--- config.mk ---
export PLATFORM = sky130hd
export DESIGN_NAME = rft_addr_map
export DESIGN_NICKNAME = d
export VERILOG_FILES = /design/src/design/rft_pkg.sv /design/src/design/rft_addr_map.sv
export SDC_FILE = /design/constraint.sdc
export NUM_CORES = 1
export LEC_CHECK = 0
export ABC_AREA = 1
export BUFFER_PORTS_ARGS = -buffer_cell sky130_fd_sc_hd__buf_4
export CAP_MARGIN = 0
export CORE_UTILIZATION = 42
export DETAILED_ROUTE_END_ITERATION = 10
export GPL_ROUTABILITY_DRIVEN = 0
export PLACE_DENSITY = 0.73
export REMOVE_ABC_BUFFERS = 1
export SLEW_MARGIN = 15
export SYNTH_ARGS = -nofsm -noshare
export SYNTH_HDL_FRONTEND = slang
export SYNTH_SLANG_ARGS = --single-unit
export TNS_END_PERCENT = 5
--- constraint.sdc ---
create_clock -name vclk -period 4.45
set_input_delay 0.89 -clock vclk [all_inputs]
set_output_delay 0.89 -clock vclk [all_outputs]
set_load 0.02 [all_outputs]
--- src/design/rft_pkg.sv ---
// Shared types and constants of the RGB frame transform block.
// Register indexes, geometry codes, shading settings and parameter defaults.
// No dependencies.
`timescale 1ns / 1ps
`default_nettype none

package rft_pkg;

  // Default frame store dimensions.
  localparam int DEF_MAX_WIDTH  = 256;
  localparam int DEF_MAX_HEIGHT = 256;

  // Field widths fixed by the interface.
  localparam int SAMPLE_W   = 8;
  localparam int COORD_W    = 8;
  localparam int PIXEL_W    = 3 * SAMPLE_W;
  localparam int CFG_IDX_W  = 3;
  localparam int CFG_DATA_W = 9;
  localparam int DIM_CFG_W  = 9;

  // Item modes.
  localparam logic MODE_STORE = 1'b0;
  localparam logic MODE_READ  = 1'b1;

  // Configuration register indexes.
  typedef enum logic [CFG_IDX_W-1:0] {
    REG_FRAME_WIDTH   = 3'd0,
    REG_FRAME_HEIGHT  = 3'd1,
    REG_FULL_SCALE    = 3'd2,
    REG_FLOOR_LEVEL   = 3'd3,
    REG_CEILING_LEVEL = 3'd4,
    REG_GEOMETRY      = 3'd5,
    REG_INVERT_ENABLE = 3'd6
  } cfg_reg_e;

  // Output-to-source coordinate mappings.
  typedef enum logic [1:0] {
    GEOM_NONE    = 2'd0,
    GEOM_FLIP_TB = 2'd1,
    GEOM_FLIP_LR = 2'd2,
    GEOM_ROT_CCW = 2'd3
  } geom_e;

  // Register reset values.
  localparam logic [DIM_CFG_W-1:0] RST_FRAME_WIDTH   = 9'd256;
  localparam logic [DIM_CFG_W-1:0] RST_FRAME_HEIGHT  = 9'd256;
  localparam logic [SAMPLE_W-1:0]  RST_FULL_SCALE    = 8'd255;
  localparam logic [SAMPLE_W-1:0]  RST_FLOOR_LEVEL   = 8'd0;
  localparam logic [SAMPLE_W-1:0]  RST_CEILING_LEVEL = 8'd255;

  // Settings of the per-sample shading path.
  typedef struct packed {
    logic                invert;
    logic [SAMPLE_W-1:0] full_scale;
    logic [SAMPLE_W-1:0] floor_level;
    logic [SAMPLE_W-1:0] ceiling_level;
  } shade_cfg_t;

endpackage

`default_nettype wire

--- src/design/rft_addr_map.sv ---
// Coordinate mapping of the RGB frame transform block.
// Clips the frame size, checks the range and maps output to source coordinates.
// Depends on rft_pkg.
`timescale 1ns / 1ps
`default_nettype none

module rft_addr_map
  import rft_pkg::*;
#(
  parameter int MAX_WIDTH  = DEF_MAX_WIDTH,
  parameter int MAX_HEIGHT = DEF_MAX_HEIGHT,
  localparam int XW = $clog2(MAX_WIDTH),
  localparam int YW = $clog2(MAX_HEIGHT)
) (
  input  logic                 mode_i,
  input  logic [COORD_W-1:0]   col_i,
  input  logic [COORD_W-1:0]   row_i,
  input  logic [DIM_CFG_W-1:0] frame_width_i,
  input  logic [DIM_CFG_W-1:0] frame_height_i,
  input  geom_e                geometry_i,
  output logic [XW-1:0]        src_col_o,
  output logic [YW-1:0]        src_row_o,
  output logic                 hit_o
);

  localparam int WBits = $clog2(MAX_WIDTH + 1);
  localparam int HBits = $clog2(MAX_HEIGHT + 1);
  localparam int WhBits = (WBits > HBits) ? WBits : HBits;
  localparam int DimW = (WhBits > DIM_CFG_W) ? WhBits : DIM_CFG_W;
  localparam logic [DimW-1:0] MaxW = DimW'(MAX_WIDTH);
  localparam logic [DimW-1:0] MaxH = DimW'(MAX_HEIGHT);
  localparam logic [DimW-1:0] One  = DimW'(1);

  logic [DimW-1:0] fw, fh, w_eff, h_eff, ow, oh;
  logic [DimW-1:0] col_x, row_x, sc, sr;

  // Clip the configured size to the store dimensions.
  assign fw    = DimW'(frame_width_i);
  assign fh    = DimW'(frame_height_i);
  assign w_eff = (fw > MaxW) ? MaxW : fw;
  assign h_eff = (fh > MaxH) ? MaxH : fh;
  assign col_x = DimW'(col_i);
  assign row_x = DimW'(row_i);

  // Output frame size and source coordinate for each geometry.
  always_comb begin
    ow = w_eff;
    oh = h_eff;
    sc = col_x;
    sr = row_x;
    case (geometry_i)
      GEOM_FLIP_TB: begin
        sr = h_eff - One - row_x;
      end
      GEOM_FLIP_LR: begin
        sc = w_eff - One - col_x;
      end
      GEOM_ROT_CCW: begin
        ow = h_eff;
        oh = w_eff;
        sc = w_eff - One - row_x;
        sr = col_x;
      end
      default: begin
        sc = col_x;
        sr = row_x;
      end
    endcase
  end

  // A store always addresses the source frame directly.
  always_comb begin
    if (mode_i == MODE_STORE) begin
      hit_o     = (col_x < w_eff) && (row_x < h_eff);
      src_col_o = col_x[XW-1:0];
      src_row_o = row_x[YW-1:0];
    end else begin
      hit_o     = (col_x < ow) && (row_x < oh);
      src_col_o = sc[XW-1:0];
      src_row_o = sr[YW-1:0];
    end
  end

endmodule

`default_nettype wire

After elaboration in Yosys (flattened, before gate mapping)
Cells that the tools add are included.
W data, S select, Z words.
- logic and storage cells: 25
- register bits: 0
- input bits: 37
- multiplexer cells: 9
- reductions and logical operators: 2
- add/subtract/negate cells: 5
- magnitude comparators: 6
- equal/unequal tests: 3
- operators with widths (kind ; number):
    $lt A8 B9 Y1 ; 4
    $mux W9 ; 4
    $pmux W8 S2 ; 2
    $sub A8 B8 Y8 ; 3
    $gt A9 B9 Y1 const B ; 2
    $mux W8 ; 2
    $sub A8 B1 Y8 const B ; 2
    $eq A2 B2 Y1 const B ; 2
    $eq A2 B1 Y1 const B ; 1
    $logic_and A1 B1 Y1 ; 2
    $mux W1 ; 1

Depth between registers and ports, before layout
- word-level depth: 6
- gate-level depth with buffers: 19

Least setup slack after synthesis
No wires, ideal clock.
- path type: in2out
- start point: input port frame_height_i[0]
- end point: output port src_row_o[6]
- path slack: 689 ps
- data arrival time: 2871 ps
- data required time: 3560 ps
- cell stages on the path: 19
- cell sequence: nor2_1 nand3_1 o21ai_1 nand2_1 inv_1 ha_1 inv_1 fa_1 inv_1 nand3_1 nand2_1 nand2_1 a21boi_0 nor2_1 nand2_1 nand3_1 nand2_1 nand2_1 nand2_1
- longest elaborated chain between the ends: 6
- ends and longest elaborated chain (what ; line ; source):
    from (decl) ; rft_addr_map.sv:19 ; input logic [DIM_CFG_W-1:0] frame_height_i,
    $gt A9 B9 Y1 ; rft_addr_map.sv:41 ; assign h_eff = (fh > MaxH) ? MaxH : fh;
    $mux W9 * ; rft_addr_map.sv:41 ;
    $sub A8 B1 Y8 * ; rft_addr_map.sv:53 ; sr = h_eff - One - row_x;
    $sub A8 B8 Y8 * ; rft_addr_map.sv:53 ;
    $pmux W8 S2 * ; rft_addr_map.sv:51 ; case (geometry_i)
    $mux W8 * ; rft_addr_map.sv:73 ; if (mode_i == MODE_STORE) begin
    to (decl) ; rft_addr_map.sv:22 ; output logic [YW-1:0] src_row_o,
Mark *: on every way between the ends. The rest lies on a longest branch, timed or not.

Worst setup path after layout
- start point: input port frame_height_i[7]
- end point: output port src_row_o[6]
- longest elaborated chain between the ends: 6
- ends and longest elaborated chain (what ; line):
    $gt A9 B9 Y1 ; rft_addr_map.sv:41
    $mux W9 ; rft_addr_map.sv:41
    $sub A8 B1 Y8 ; rft_addr_map.sv:53
    $sub A8 B8 Y8 ; rft_addr_map.sv:53
    $pmux W8 S2 ; rft_addr_map.sv:51
    $mux W8 ; rft_addr_map.sv:73
Every way passes these cells.

==> run summary <==
FFs & Latches: 0
Lkg Pwr: 1.433 nW
Drt drc: 0
Final worst path period need: 4.214 ns
Routed len/inst: 12.65 µm
Area after DPL: 0.002525 mm²
Via density per instance: 5.175
Synthesized area: 0.002061 mm²
FF+latch area: 0 µm²
Library cells used by synthesis: 30
Largest net degree at the start of global routing: 23
Share of power burned in the clock network: 0
IO Count: 54
Max-cap violations: 0
Final core utilization: 0.5354
RSZ-0062 raised after global routing: no
Post-CTS setup buffer count: 0
Overall Global Routing Usage: 0.2364
Hold-fix buffers, CTS: 0
Fin. max-slew vios: 0
Initial cell density of the core: 0.4363
DR pass1 iterations: 5
Worst hold slack: 2.130 ns
Initial antenna violation count: 0
CORE AREA: 0.004723 mm²
Final setup vio count: 0
Headroom to the max-slew limit: 0.6387
Ant. Diodes: 0
DR vias: 2484
VDD IR max: 0.05273 mV
F_max: 237.3 MHz
Most frequent cells in the layout: nand2_1 (103), inv_1 (56), buf_4 (56), ha_1 (43), o21ai_0 (35)
Sw Pwr: 0.1969 mW
Switching share of power: 0.5868
Most common cell after layout, fill and taps aside: nand2_1
Die height: 72.05 µm
Crit path DAT: 3.32 ns
Part of the power in registers: 0
Die W: 72.05 µm
Setup TNS: 0 ns
Final ANT Viol Nets: 0
Hold path depth: 4
Synth warn: 0
Area Growth Syn to Fin: 22.71%
Die area: 0.005190 mm²
Sequential area share after synthesis: 0
Int Power: 0.1386 mW
Slew of the pin with the lowest slew margin: 0.5413 ns
Vias in the first global route: 2214
Worst EP required: 3.56 ns
Combinational cell fraction of total power: 1.000
CP Launch Type: input pin
CP Class: in2out
HPWL Detailed: 5318 µm
Port buffer count: 54
Max FO, Critical Path: 4
Hold Vio Cnt, Final: 0
Fraction of layout cells with a size suffix above 1: 0.1501
Num rows: 25
Final wirelength: 6073 µm
Status: complete, no violations
Clock buffers: 0
Design Area, Final: 0.002529 mm²
Mean Syn Cell Area: 5.630 µm²
Hold WC Path Type: in2out
Pwr dens: 132.7 mW/mm²
DRT iter0 DRCs: 163
Overall power: 0.3355 mW
Tcrit/Tclk final: 0.9470
Remaining global-route overflow: 0
Fin nets: 497
Synthesized instance count: 366
First-pass GRT wire length: 10010 µm
CP Capture Type: output pin
routing by layer:
metal / global-route usage / routed length, µm / vias to the layer above
li1: - / - / 1311
met1: 0.3356 / 2991 / 1108
met2: 0.4214 / 2763 / 63
met3: 0.004167 / 301 / 2
met4: 0.008715 / 16 / 0
met5: 0 / 0 / -
synthesized netlist by cell type:
cell      count  area, µm²
a22o_1        1      8.760
a21oi_1      29      145.1
o22ai_1       5      31.28
nand4_1       7      43.79
o21a_1        3      22.52
buf_2         5      25.02
nor2_1       20      75.07
o21ai_1       8      40.04
o211ai_1      1      7.510
fa_1          2      40.04
o21bai_1      2      15.01
a21boi_0      2      15.01
nor3_1        2      10.01
inv_1        56      210.2
xor2_1        6      52.55
nor3_2        1      10.01
a22oi_1       6      45.04
ha_1         43      538.0
clkbuf_1      3      11.26
xnor2_1       5      43.79
clkinv_1      1      3.750
nor4_1        1      6.260
inv_2         1      3.750
buf_1         1      3.750
nand3_1      13      65.06
or2_2         1      6.260
o21ai_0      35      175.2
a211oi_1      1      7.510
nand2_1     103      386.6
nand2_2       2      12.51
cells by family after synthesis:
logic type / synth area share
adders and majority gates: 0.2805
buffers and inverters: 0.1251
and+or+nand+nor: 0.2987
AOI/OAI and AO/OA: 0.2489
xor gates and xnor gates: 0.04675
critical path, cell delays in order:
cell and delay (ns):
buf_4 0.13, nor2_1 0.08, nand2_1 0.07, o21ai_2 0.21, nand2_1 0.15, inv_1 0.08
ha_1 0.19, inv_1 0.09, fa_1 0.41, inv_1 0.07, nand3_1 0.07, nand2_1 0.10
nand2_1 0.07, a21boi_0 0.21, nor2_1 0.06, nand2_1 0.06, nand3_1 0.08, nand2_1 0.07
nand2_1 0.05, nand2_1 0.06, buf_4 0.13
power by group through the flow:
stage	clock network [mW]	logic [mW]	registers, mW
finish	0	0.336	0
global route	0	0.379	0
CTS	0	0.333	0
detailed placement	0	0.331	0
global placement	0	0.326	0
floorplan	0	0.219	0
what timing repair did:
action	4_1_cts	5_1_grt
resized for setup	0	1
setup endpoints to repair	0	1
hold endpoints to repair	0	0
through the flow:
| stage | worst slack [ns] | cells |
|---|---|---|
| after floorplan | 0.6980 | 357 |
| after global placement | 0.2644 | 480 |
| after detailed placement | 0.2021 | 480 |
| after CTS | 0.1861 | 480 |
| after global routing | 0.02515 | 480 |
| final | 0.2359 | 480 |
area by class of cell:
type                            count  area, µm²
Fill cell                         522       2195
Inverter                           58      217.7
Multi-Input combinational cell    299       1807
Tap cell                           67      83.83
Timing Repair Buffer               56      420.4
worst paths after layout:
check / end / slack (ns) / startpoint
setup / recovery: src_row_o[6] / 0.24 / frame_height_i[7]
hold / removal: src_col_o[7] / 2.13 / col_i[7]
(Power assumes the default switching activity.)
