$ cat src/design/rft_pkg.sv
// Shared types and constants of the RGB frame transform block.
// Register indexes, geometry codes, shading settings and parameter defaults.
// No dependencies.
`timescale 1ns / 1ps
`default_nettype none

package rft_pkg;

  // Default frame store dimensions.
  localparam int DEF_MAX_WIDTH  = 256;
  localparam int DEF_MAX_HEIGHT = 256;

  // Field widths fixed by the interface.
  localparam int SAMPLE_W   = 8;
  localparam int COORD_W    = 8;
  localparam int PIXEL_W    = 3 * SAMPLE_W;
  localparam int CFG_IDX_W  = 3;
  localparam int CFG_DATA_W = 9;
  localparam int DIM_CFG_W  = 9;

  // Item modes.
  localparam logic MODE_STORE = 1'b0;
  localparam logic MODE_READ  = 1'b1;

  // Configuration register indexes.
  typedef enum logic [CFG_IDX_W-1:0] {
    REG_FRAME_WIDTH   = 3'd0,
    REG_FRAME_HEIGHT  = 3'd1,
    REG_FULL_SCALE    = 3'd2,
    REG_FLOOR_LEVEL   = 3'd3,
    REG_CEILING_LEVEL = 3'd4,
    REG_GEOMETRY      = 3'd5,
    REG_INVERT_ENABLE = 3'd6
  } cfg_reg_e;

  // Output-to-source coordinate mappings.
  typedef enum logic [1:0] {
    GEOM_NONE    = 2'd0,
    GEOM_FLIP_TB = 2'd1,
    GEOM_FLIP_LR = 2'd2,
    GEOM_ROT_CCW = 2'd3
  } geom_e;

  // Register reset values.
  localparam logic [DIM_CFG_W-1:0] RST_FRAME_WIDTH   = 9'd256;
  localparam logic [DIM_CFG_W-1:0] RST_FRAME_HEIGHT  = 9'd256;
  localparam logic [SAMPLE_W-1:0]  RST_FULL_SCALE    = 8'd255;
  localparam logic [SAMPLE_W-1:0]  RST_FLOOR_LEVEL   = 8'd0;
  localparam logic [SAMPLE_W-1:0]  RST_CEILING_LEVEL = 8'd255;

  // Settings of the per-sample shading path.
  typedef struct packed {
    logic                invert;
    logic [SAMPLE_W-1:0] full_scale;
    logic [SAMPLE_W-1:0] floor_level;
    logic [SAMPLE_W-1:0] ceiling_level;
  } shade_cfg_t;

endpackage

`default_nettype wire

$ cat src/design/rft_shade.sv
// Per-sample shading of the RGB frame transform block.
// Optional inversion, then floor clamp, then ceiling clamp.
// Depends on rft_pkg.
`timescale 1ns / 1ps
`default_nettype none

module rft_shade
  import rft_pkg::*;
(
  input  shade_cfg_t          cfg_i,
  input  logic [SAMPLE_W-1:0] sample_i,
  output logic [SAMPLE_W-1:0] sample_o
);

  logic [SAMPLE_W-1:0] inv, floored;

  // Inversion wraps modulo the sample range.
  assign inv     = cfg_i.invert ? (cfg_i.full_scale - sample_i) : sample_i;
  // The ceiling clamp comes last, so it wins when floor exceeds ceiling.
  assign floored  = (inv < cfg_i.floor_level) ? cfg_i.floor_level : inv;
  assign sample_o = (floored > cfg_i.ceiling_level) ? cfg_i.ceiling_level : floored;

endmodule

`default_nettype wire

$ cat config.mk
export PLATFORM = sky130hd
export DESIGN_NAME = rft_shade
export DESIGN_NICKNAME = d
export VERILOG_FILES = /design/src/design/rft_pkg.sv /design/src/design/rft_shade.sv
export SDC_FILE = /design/constraint.sdc
export NUM_CORES = 1
export LEC_CHECK = 0
export ABC_AREA = 1
export BUFFER_PORTS_ARGS = -buffer_cell sky130_fd_sc_hd__buf_2
export CELL_PAD_IN_SITES_DETAIL_PLACEMENT = 2
export CELL_PAD_IN_SITES_GLOBAL_PLACEMENT = 2
export CORE_ASPECT_RATIO = 0.6
export CORE_MARGIN = 2
export CORE_UTILIZATION = 25
export DETAILED_ROUTE_END_ITERATION = 7
export PLACE_DENSITY_LB_ADDON = 0.2
export SLEW_MARGIN = 25
export SYNTH_ARGS = -nofsm -noshare
export SYNTH_HDL_FRONTEND = slang
export SYNTH_SLANG_ARGS = --single-unit
$ cat constraint.sdc
create_clock -name vclk -period 5.95
set_input_delay 0.8925 -clock vclk [all_inputs]
set_output_delay 0.8925 -clock vclk [all_outputs]
set_load 0.01 [all_outputs]
Word-level counts from Yosys, hierarchy flattened
Cells that the tools add are included.
Widths: inputs -> output; s select.

cells by class
  add/sub/neg operators = 1
  magnitude comparators = 2
  mux-type cells = 3

operators by type and width
  operator     number
  $mux 8       3
  $gt 8x8->1   1
  $lt 8x8->1   1
  $sub 8x8->8  1

storage, ports and cells
  register bits = 0
  input port bits = 33
  output and inout port bits = 8
  logic and storage cells = 6

Longest topological paths before layout
Gate-level depths: netlist (run 1).

  depth after elaboration = 6
  gate-level depth with buffers = 30
  mapped depth without buffers = 30

Worst setup path before layout (run 1)
No wires, ideal clock.

  kind = input to output
  from = input port cfg_i[16] in the netlist's numbering
  to = output port sample_o[0]
  data arrival time = 4.118 ns
  required time = 5.058 ns
  slack = 0.940 ns
  stages = 28
  path buffers = 0
  cells stage by stage = inv_1 -> ha_1 -> fa_1 -> inv_1 -> nand3_1 -> nand2_1 -> nand2_1 -> nand3_1 -> nand3_1 -> nand2_1 -> inv_1 -> ha_1 -> nand2_1 -> nor2_1 -> a211oi_4 -> nand3_1 -> and2_1 -> ha_1 -> inv_1 -> nor2_1 -> o21ai_0 -> nand2_1 -> nand2_1 -> o211ai_1 -> nand2_2 -> inv_1 -> nand2_1 -> nand2_1

between the ends
  longest elaborated chain between the ends = 6

ends and longest elaborated chain
  what           RTL line         source
  from (decl)    rft_shade.sv:10  input shade_cfg_t cfg_i,
  $sub 8x8->8 *  rft_shade.sv:18  assign inv = cfg_i.invert ? (cfg_i.full_scale - sample_i) : sample_i;
  $mux 8 *       rft_shade.sv:18
  $lt 8x8->1     rft_shade.sv:20  assign floored = (inv < cfg_i.floor_level) ? cfg_i.floor_level : inv;
  $mux 8 *       rft_shade.sv:20
  $gt 8x8->1     rft_shade.sv:21  assign sample_o = (floored > cfg_i.ceiling_level) ? cfg_i.ceiling_level : floored;
  $mux 8 *       rft_shade.sv:21
  to (decl)      rft_shade.sv:12  output logic [SAMPLE_W-1:0] sample_o

Mark *: on every way between the ends. The rest lies on a longest branch, timed or not.

Worst setup path after layout (run 1)
  from = input port sample_i[0]
  to = output port sample_o[1]

between the ends
  longest elaborated chain between the ends = 6

ends and longest elaborated chain
  what         RTL line         source
  from (decl)  rft_shade.sv:11  input logic [SAMPLE_W-1:0] sample_i,
  $sub 8x8->8  rft_shade.sv:18
  $mux 8 *     rft_shade.sv:18
  $lt 8x8->1   rft_shade.sv:20
  $mux 8 *     rft_shade.sv:20
  $gt 8x8->1   rft_shade.sv:21
  $mux 8 *     rft_shade.sv:21

Marks and branches as above.

==> impl_results.md, run 1 <==
- Status: completed
- Power density over the cells: about 160 nW/um^2
- Placed Area: about 1400 um^2
- Peak VDD IR: a little over 0.00006 V
- Post-detailed-route via-to-cell ratio: roughly 4.4
- Vertical die dimension: around 56 um
- Top post-synthesis cells by area: sky130_fd_sc_hd__ha_1 (24%), sky130_fd_sc_hd__nand2_1 (22%), sky130_fd_sc_hd__inv_1 (16%)
- Number of global-route vias before repair: around 1400
- CP peak stage delay: 0.36 ns
- N_diodes: 0
- Post-route minimum period: ~5.6 ns
- Req. time, crit path: just over 5 ns
- Cell taking the most area after synthesis: sky130_fd_sc_hd__ha_1
- Routability cong.: about 0.8
- Portion of the clock cycle consumed by the worst path in the final layout: between 90% and 100%
- Largest net degree at the start of global routing: 11
- Starting density of the core: between 20% and 30%
- Data arrival time of the worst path: approximately 4.7 ns
- Total GRT Usage: about 14%
- # Max-Cap Violations: 0
- Startpoint type of the worst setup path: primary input
- Number of failing hold endpoints at the final stage: 0
- Post-layout net count: roughly 300
- Initial antenna violation count: 0
- Number of instances in the placed design: approximately 300
- Final Total Pwr: roughly 0.23 mW
- Wirelength, routed: approximately 3.6 mm
- Final Max Slew Viols: 0
- 1st-iter DRT viols: 14
- Critical Path Fanout Max: 9
- Total Die Area: between 5000 and 6000 um^2
- Upper clock frequency limit: ~0.18 GHz
- Final worst-path setup slack: between 0.3 and 0.4 ns
- Multi-input combinational cell area: roughly 940 um^2
- Avg Inst Size Synth: 5.55 um^2
- Number of clock-tree buffers in the layout: 0
- Critical setup path kind: in -> out
- Number of sequential storage elements: 0
- Number of instances in the synthesized netlist: around 200
- Proportion of netlist area held by the largest area contributor: 24.4%
- Cell depth of the worst hold path: 4
- Finished Layout Cells: 305
- Die Wd: 90.6 um
- Pre-CTS setup slack: roughly 0.19 ns
- Area of all sequential standard cells: 0 um^2
- Number of design rule violations left after detail routing: 0
- Setup violation total in the final timing report: 0
- Detailed-route via count: 1348
- Wirelength per Cell: 11.7 um
- Number of buffers inserted by port buffering: 41
- Placeable Area: roughly 4200 um^2
- Synthesis-to-finish area growth: 27.3%
- Number of routed nets with antenna violations: 0
- Total gr overflow: 0
- CP max stage cell: sky130_fd_sc_hd__fa_2
- Launch point of the worst path: sample_i[0]
- Cell Area, Synth: about 1100 um^2
- Distinct cell type count after synthesis: 19
- Register area share after synthesis: 0%
- Beginning of the worst hold path: cfg_i[2]
- Most prevalent standard cell on the critical path: sky130_fd_sc_hd__nand2_1
- Worst-margin pin slew: approximately 0.29 ns
- CP endpoint kind: output port
- Layout cell share with drive strength beyond 1: 22.9%
- I/O pin count: 41
- Number of hold-repair buffers added at the cts stage: 0
- Final standard cell area without fillers: around 1400 um^2
- Post-synthesis net count: roughly 260
- Rel. slew slack: between 80% and 90%
- DP HPWL: between 3 and 4 mm
- Worst hold-check path type: in -> out
- Reported leakage power: just over 0.9 nW
- Number of core rows: 18
- Number of filler cells placed in the layout: ~600
- Yosys warning total: 0
- Pre-Repair DR Iteration Count: 3
- Hold Path End: sample_o[2]
- Global-route wire length before repair: roughly 6.3 mm
## where the power goes
group          leakage [nW]  total, mW  internal (mW)  switching (mW)
Combinational         0.931      0.229         0.0943           0.135
Clock                     0          0              0               0
Sequential                0          0              0               0
Total                 0.931      0.229         0.0943           0.135
## layout by cell type, fill, tap and decap left out, types with 3 or more instances in the layout
master and n:
sky130_fd_sc_hd__buf_2 41, sky130_fd_sc_hd__a21oi_1 9, sky130_fd_sc_hd__xor2_1 3, sky130_fd_sc_hd__nor2_1 5, sky130_fd_sc_hd__nand3_1 23, sky130_fd_sc_hd__nand2_4 3, sky130_fd_sc_hd__and2_1 8, sky130_fd_sc_hd__inv_1 47
sky130_fd_sc_hd__nand2_1 64, sky130_fd_sc_hd__nand2_2 4, sky130_fd_sc_hd__ha_1 22, sky130_fd_sc_hd__o21ai_0 4
## per-layer routing
| layer | up-vias | GRT usage [%] | share of wire, % |
|---|---|---|---|
| met5 | - | 0 | 0 |
| met4 | 0 | 0 | 0 |
| met3 | 0 | 0.407 | 3.1 |
| met2 | 23 | 22.6 | 40 |
| met1 | 615 | 22.7 | 57 |
| li1 | 710 | - | - |
## cells in the mapped netlist
cell type,count
sky130_fd_sc_hd__fa_1,1
sky130_fd_sc_hd__ha_1,22
sky130_fd_sc_hd__nor2_1,6
sky130_fd_sc_hd__inv_4,1
sky130_fd_sc_hd__and2_1,8
sky130_fd_sc_hd__o211ai_1,1
sky130_fd_sc_hd__o21ai_0,5
sky130_fd_sc_hd__nand3_1,23
sky130_fd_sc_hd__nand2_1,65
sky130_fd_sc_hd__nand2_4,3
sky130_fd_sc_hd__a21oi_1,9
sky130_fd_sc_hd__xnor2_1,1
sky130_fd_sc_hd__buf_6,1
sky130_fd_sc_hd__xor2_1,3
sky130_fd_sc_hd__a211oi_4,1
sky130_fd_sc_hd__inv_1,48
sky130_fd_sc_hd__nand2_2,3
sky130_fd_sc_hd__nand4_1,1
sky130_fd_sc_hd__nand3_2,1
## repair_timing
| action | in CTS | in global routing |
|---|---|---|
| endpoints found under the setup margin | 0 | 8 |
| gates resized for setup | 0 | 5 |
| setup buffers | 0 | 1 |
## worst max-delay path by stage
stage	to	slack [ns]	cells after the start
after floorplan	sample_o[0]	0.94	28
after global placement	sample_o[5]	0.27	29
after detailed placement	sample_o[7]	0.19	29
after CTS	sample_o[7]	0.17	29
after global routing	sample_o[7]	-0.01	30
final	sample_o[1]	0.37	30
## final cells by class
type | count | share of cell area, %
Timing Repair Buffer | 43 | 16.2
Multi-Input combinational cell | 153 | 65.3
Inverter | 49 | 13.3
Tap cell | 60 | 5.24
## logic make-up after synthesis
family / after synthesis / share of synthesized area, %
AND/OR/NAND/NOR: 110 / 44.4
buffers and inverters: 50 / 17.6
adder cells (fa/ha/maj): 23 / 26.2
AO/OA/AOI/OAI: 16 / 8.67
XOR/XNOR: 4 / 3.11
## through the flow
step	hold WS, ns	utilization [%]	setup TNS [ns]
2_1_floorplan	1.91	-	0
3_3_place_gp	2.08	33.3	0
3_5_place_dp	2.09	33.3	0
4_1_cts	2.09	33.3	0
5_1_grt	2.12	34.0	-0.0130
6_report	2.08	34.0	0
## critical path: cells and delay by family
| kind | cells | cell delay [ns] |
|---|---|---|
| fa+ha+maj | 4 | 1.15 |
| simple gates | 16 | 1.42 |
| compound gates | 3 | 0.46 |
| buf+inv | 7 | 0.76 |
Power figures use the tool's default switching activity.
==> inputs of run 2 (changes only) <==
==> constraint.sdc (replaced) <==
create_clock -name vclk -period 6.3
set_input_delay 0.945 -clock vclk [all_inputs]
set_output_delay 0.945 -clock vclk [all_outputs]
set_load 0.01 [all_outputs]
==> impl_results.md, run 2 (same netlist as run 1, synthesis figures left out) <==
- Post-layout net count: 306 (+0.99%)
- Global-route wire length before repair: 6.24 mm (-0.34%)
- Worst-margin pin slew: 0.276 ns (-0.0171 ns)
- Largest net degree at the start of global routing: 11 (unchanged)
- Total GRT Usage: 14.4% (+0.087 points)
- Number of design rule violations left after detail routing: 0 (unchanged)
- Routability cong.: 0.817 (-0.87%)
- Wirelength per Cell: 11.9 um (+2.2%)
- Pre-Repair DR Iteration Count: 4 (+1)
- Synthesis-to-finish area growth: 27.6%
- Number of clock-tree buffers in the layout: 0 (unchanged)
- 1st-iter DRT viols: 28 (+14)
- Reported leakage power: 0.942 nW (+1.1%)
- Final Max Slew Viols: 0 (unchanged)
- Startpoint type of the worst setup path: primary input
- Finished Layout Cells: 308 (+0.98%)
- Worst hold-check path type: in -> out
- Wirelength, routed: 3.67 mm (+3.2%)
- Layout cell share with drive strength beyond 1: 22.6% (-0.28 points)
- Post-Route Hold Slack: 2.19 ns (+0.105 ns)
- Area of all sequential standard cells: 0 um^2 (unchanged)
- Rel. slew slack: 81.4% (+1.2 points)
- Number of global-route vias before repair: 1365 (-3.3%)
- Commonest cells after routing, fill and taps aside: sky130_fd_sc_hd__nand2_1 (65), sky130_fd_sc_hd__inv_1 (47), sky130_fd_sc_hd__buf_2 (41)
- Die Wd: 90.6 um (unchanged)
- Launch point of the worst path: sample_i[0]
- Total Die Area: 5070 um^2 (unchanged)
- Number of buffers and inverters on the critical path: 7 (unchanged)
- I/O pin count: 41 (unchanged)
- DP HPWL: 3.34 mm (-0.30%)
- CP peak stage delay: 0.41 ns (+0.05 ns)
- Final Total Pwr: 0.221 mW (-3.5%)
- Critical setup path kind: in -> out
- Critical Path Fanout Max: 8 (-1)
- Number of failing hold endpoints at the final stage: 0 (unchanged)
- Placeable Area: 4210 um^2 (unchanged)
- Setup violation total in the final timing report: 0 (unchanged)
- # Max-Cap Violations: 0 (unchanged)
- Initial antenna violation count: 0 (unchanged)
- Number of buffers inserted by port buffering: 41 (unchanged)
- Most prevalent standard cell on the critical path: sky130_fd_sc_hd__nand2_1
- CP endpoint kind: output port
- Number of sequential storage elements: 0 (unchanged)
- Final setup TNS: 0 ns (unchanged)
- Req. time, crit path: 5.35 ns (+0.29 ns)
- Total gr overflow: 0 (unchanged)
- Portion of the clock cycle consumed by the worst path in the final layout: 94.2%
- Number of core rows: 18 (unchanged)
- Beginning of the worst hold path: cfg_i[2]
- Status: completed
- Number of instances in the placed design: 303 (-0.33%)
- Commonest non-fill, non-tap cell in the layout: sky130_fd_sc_hd__nand2_1
- Worst path top cell family by delay: simple AND/OR/NAND/NOR gates
- Post-route minimum period: ~5.9 ns
- Hold Path End: sample_o[2]
- Data arrival time of the worst path: 4.99 ns (+0.30 ns)
- Number of filler cells placed in the layout: 570 (-4.8%)
- Number of routed nets with antenna violations: 0 (unchanged)
- Power density over the cells: 154 nW/um^2 (-3.7%)
- Peak VDD IR: 0.0000663 V (+6.5%)
- N_diodes: 0 (unchanged)
- Vertical die dimension: 56.0 um (unchanged)
- Cell depth of the worst hold path: 4 (unchanged)
- Post-detailed-route via-to-cell ratio: 4.46 (+0.94%)
- Detailed-route via count: 1374 (+1.9%)
- Upper clock frequency limit: ~0.17 GHz
- Starting density of the core: 26.7% (unchanged)
- CP max stage cell: sky130_fd_sc_hd__fa_1
-- run 2: cell type report --
class | instances | area, um^2 | share of cell area [%]
inverters | 49 | 190 | 13.2
repair buffers | 46 | 243 | 16.9
well taps | 60 | 75.1 | 5.23
multi-input cells | 153 | 928 | 64.6
-- run 2: worst max-delay path by stage --
stage	endpoint	slack, ns	cells after the start
after floorplan	sample_o[0]	1.18	28
after global placement	sample_o[6]	0.40	29
after detailed placement	sample_o[6]	0.17	30
after CTS	sample_o[6]	0.14	30
after global routing	sample_o[6]	-0.03	31
final	sample_o[6]	0.37	30
-- run 2: per-stage QoR --
step / setup WS (ns) / utilization [%] / cell area (um^2)
floorplan: 1.18 / - / 1130
global placement: 0.399 / 33.1 / 1400
detailed placement: 0.170 / 33.1 / 1400
CTS: 0.137 / 33.1 / 1400
global route: -0.0317 / 34.1 / 1440
finish: 0.368 / 34.1 / 1440
-- run 2: per-layer routing --
metal | global-route usage, % | up-vias | routed length (um)
li1 | - | 718 | -
met3 | 0.542 | 0 | 123
met1 | 22.9 | 631 | 2020
met4 | 0 | 0 | 0
met2 | 22.6 | 25 | 1530
met5 | 0 | - | 0
-- run 2: what timing repair did --
item,4_1_cts,5_1_grt
hold buffers,0,0
hold endpoints to repair,0,0
setup endpoints to repair,0,8
setup buffers,0,5
resized for setup,0,2
-- run 2: power by group --
| group | internal (mW) | leakage [nW] | switching [mW] |
|---|---|---|---|
| Clock | 0 | 0 | 0 |
| Combinational | 0.0921 | 0.942 | 0.129 |
| Sequential | 0 | 0 | 0 |
-- run 2: worst min-delay path, cell delays in order --
cell,delay [ns]
sky130_fd_sc_hd__buf_2,0.09
sky130_fd_sc_hd__nand2_1,0.05
sky130_fd_sc_hd__nand2_1,0.05
sky130_fd_sc_hd__buf_2,0.12
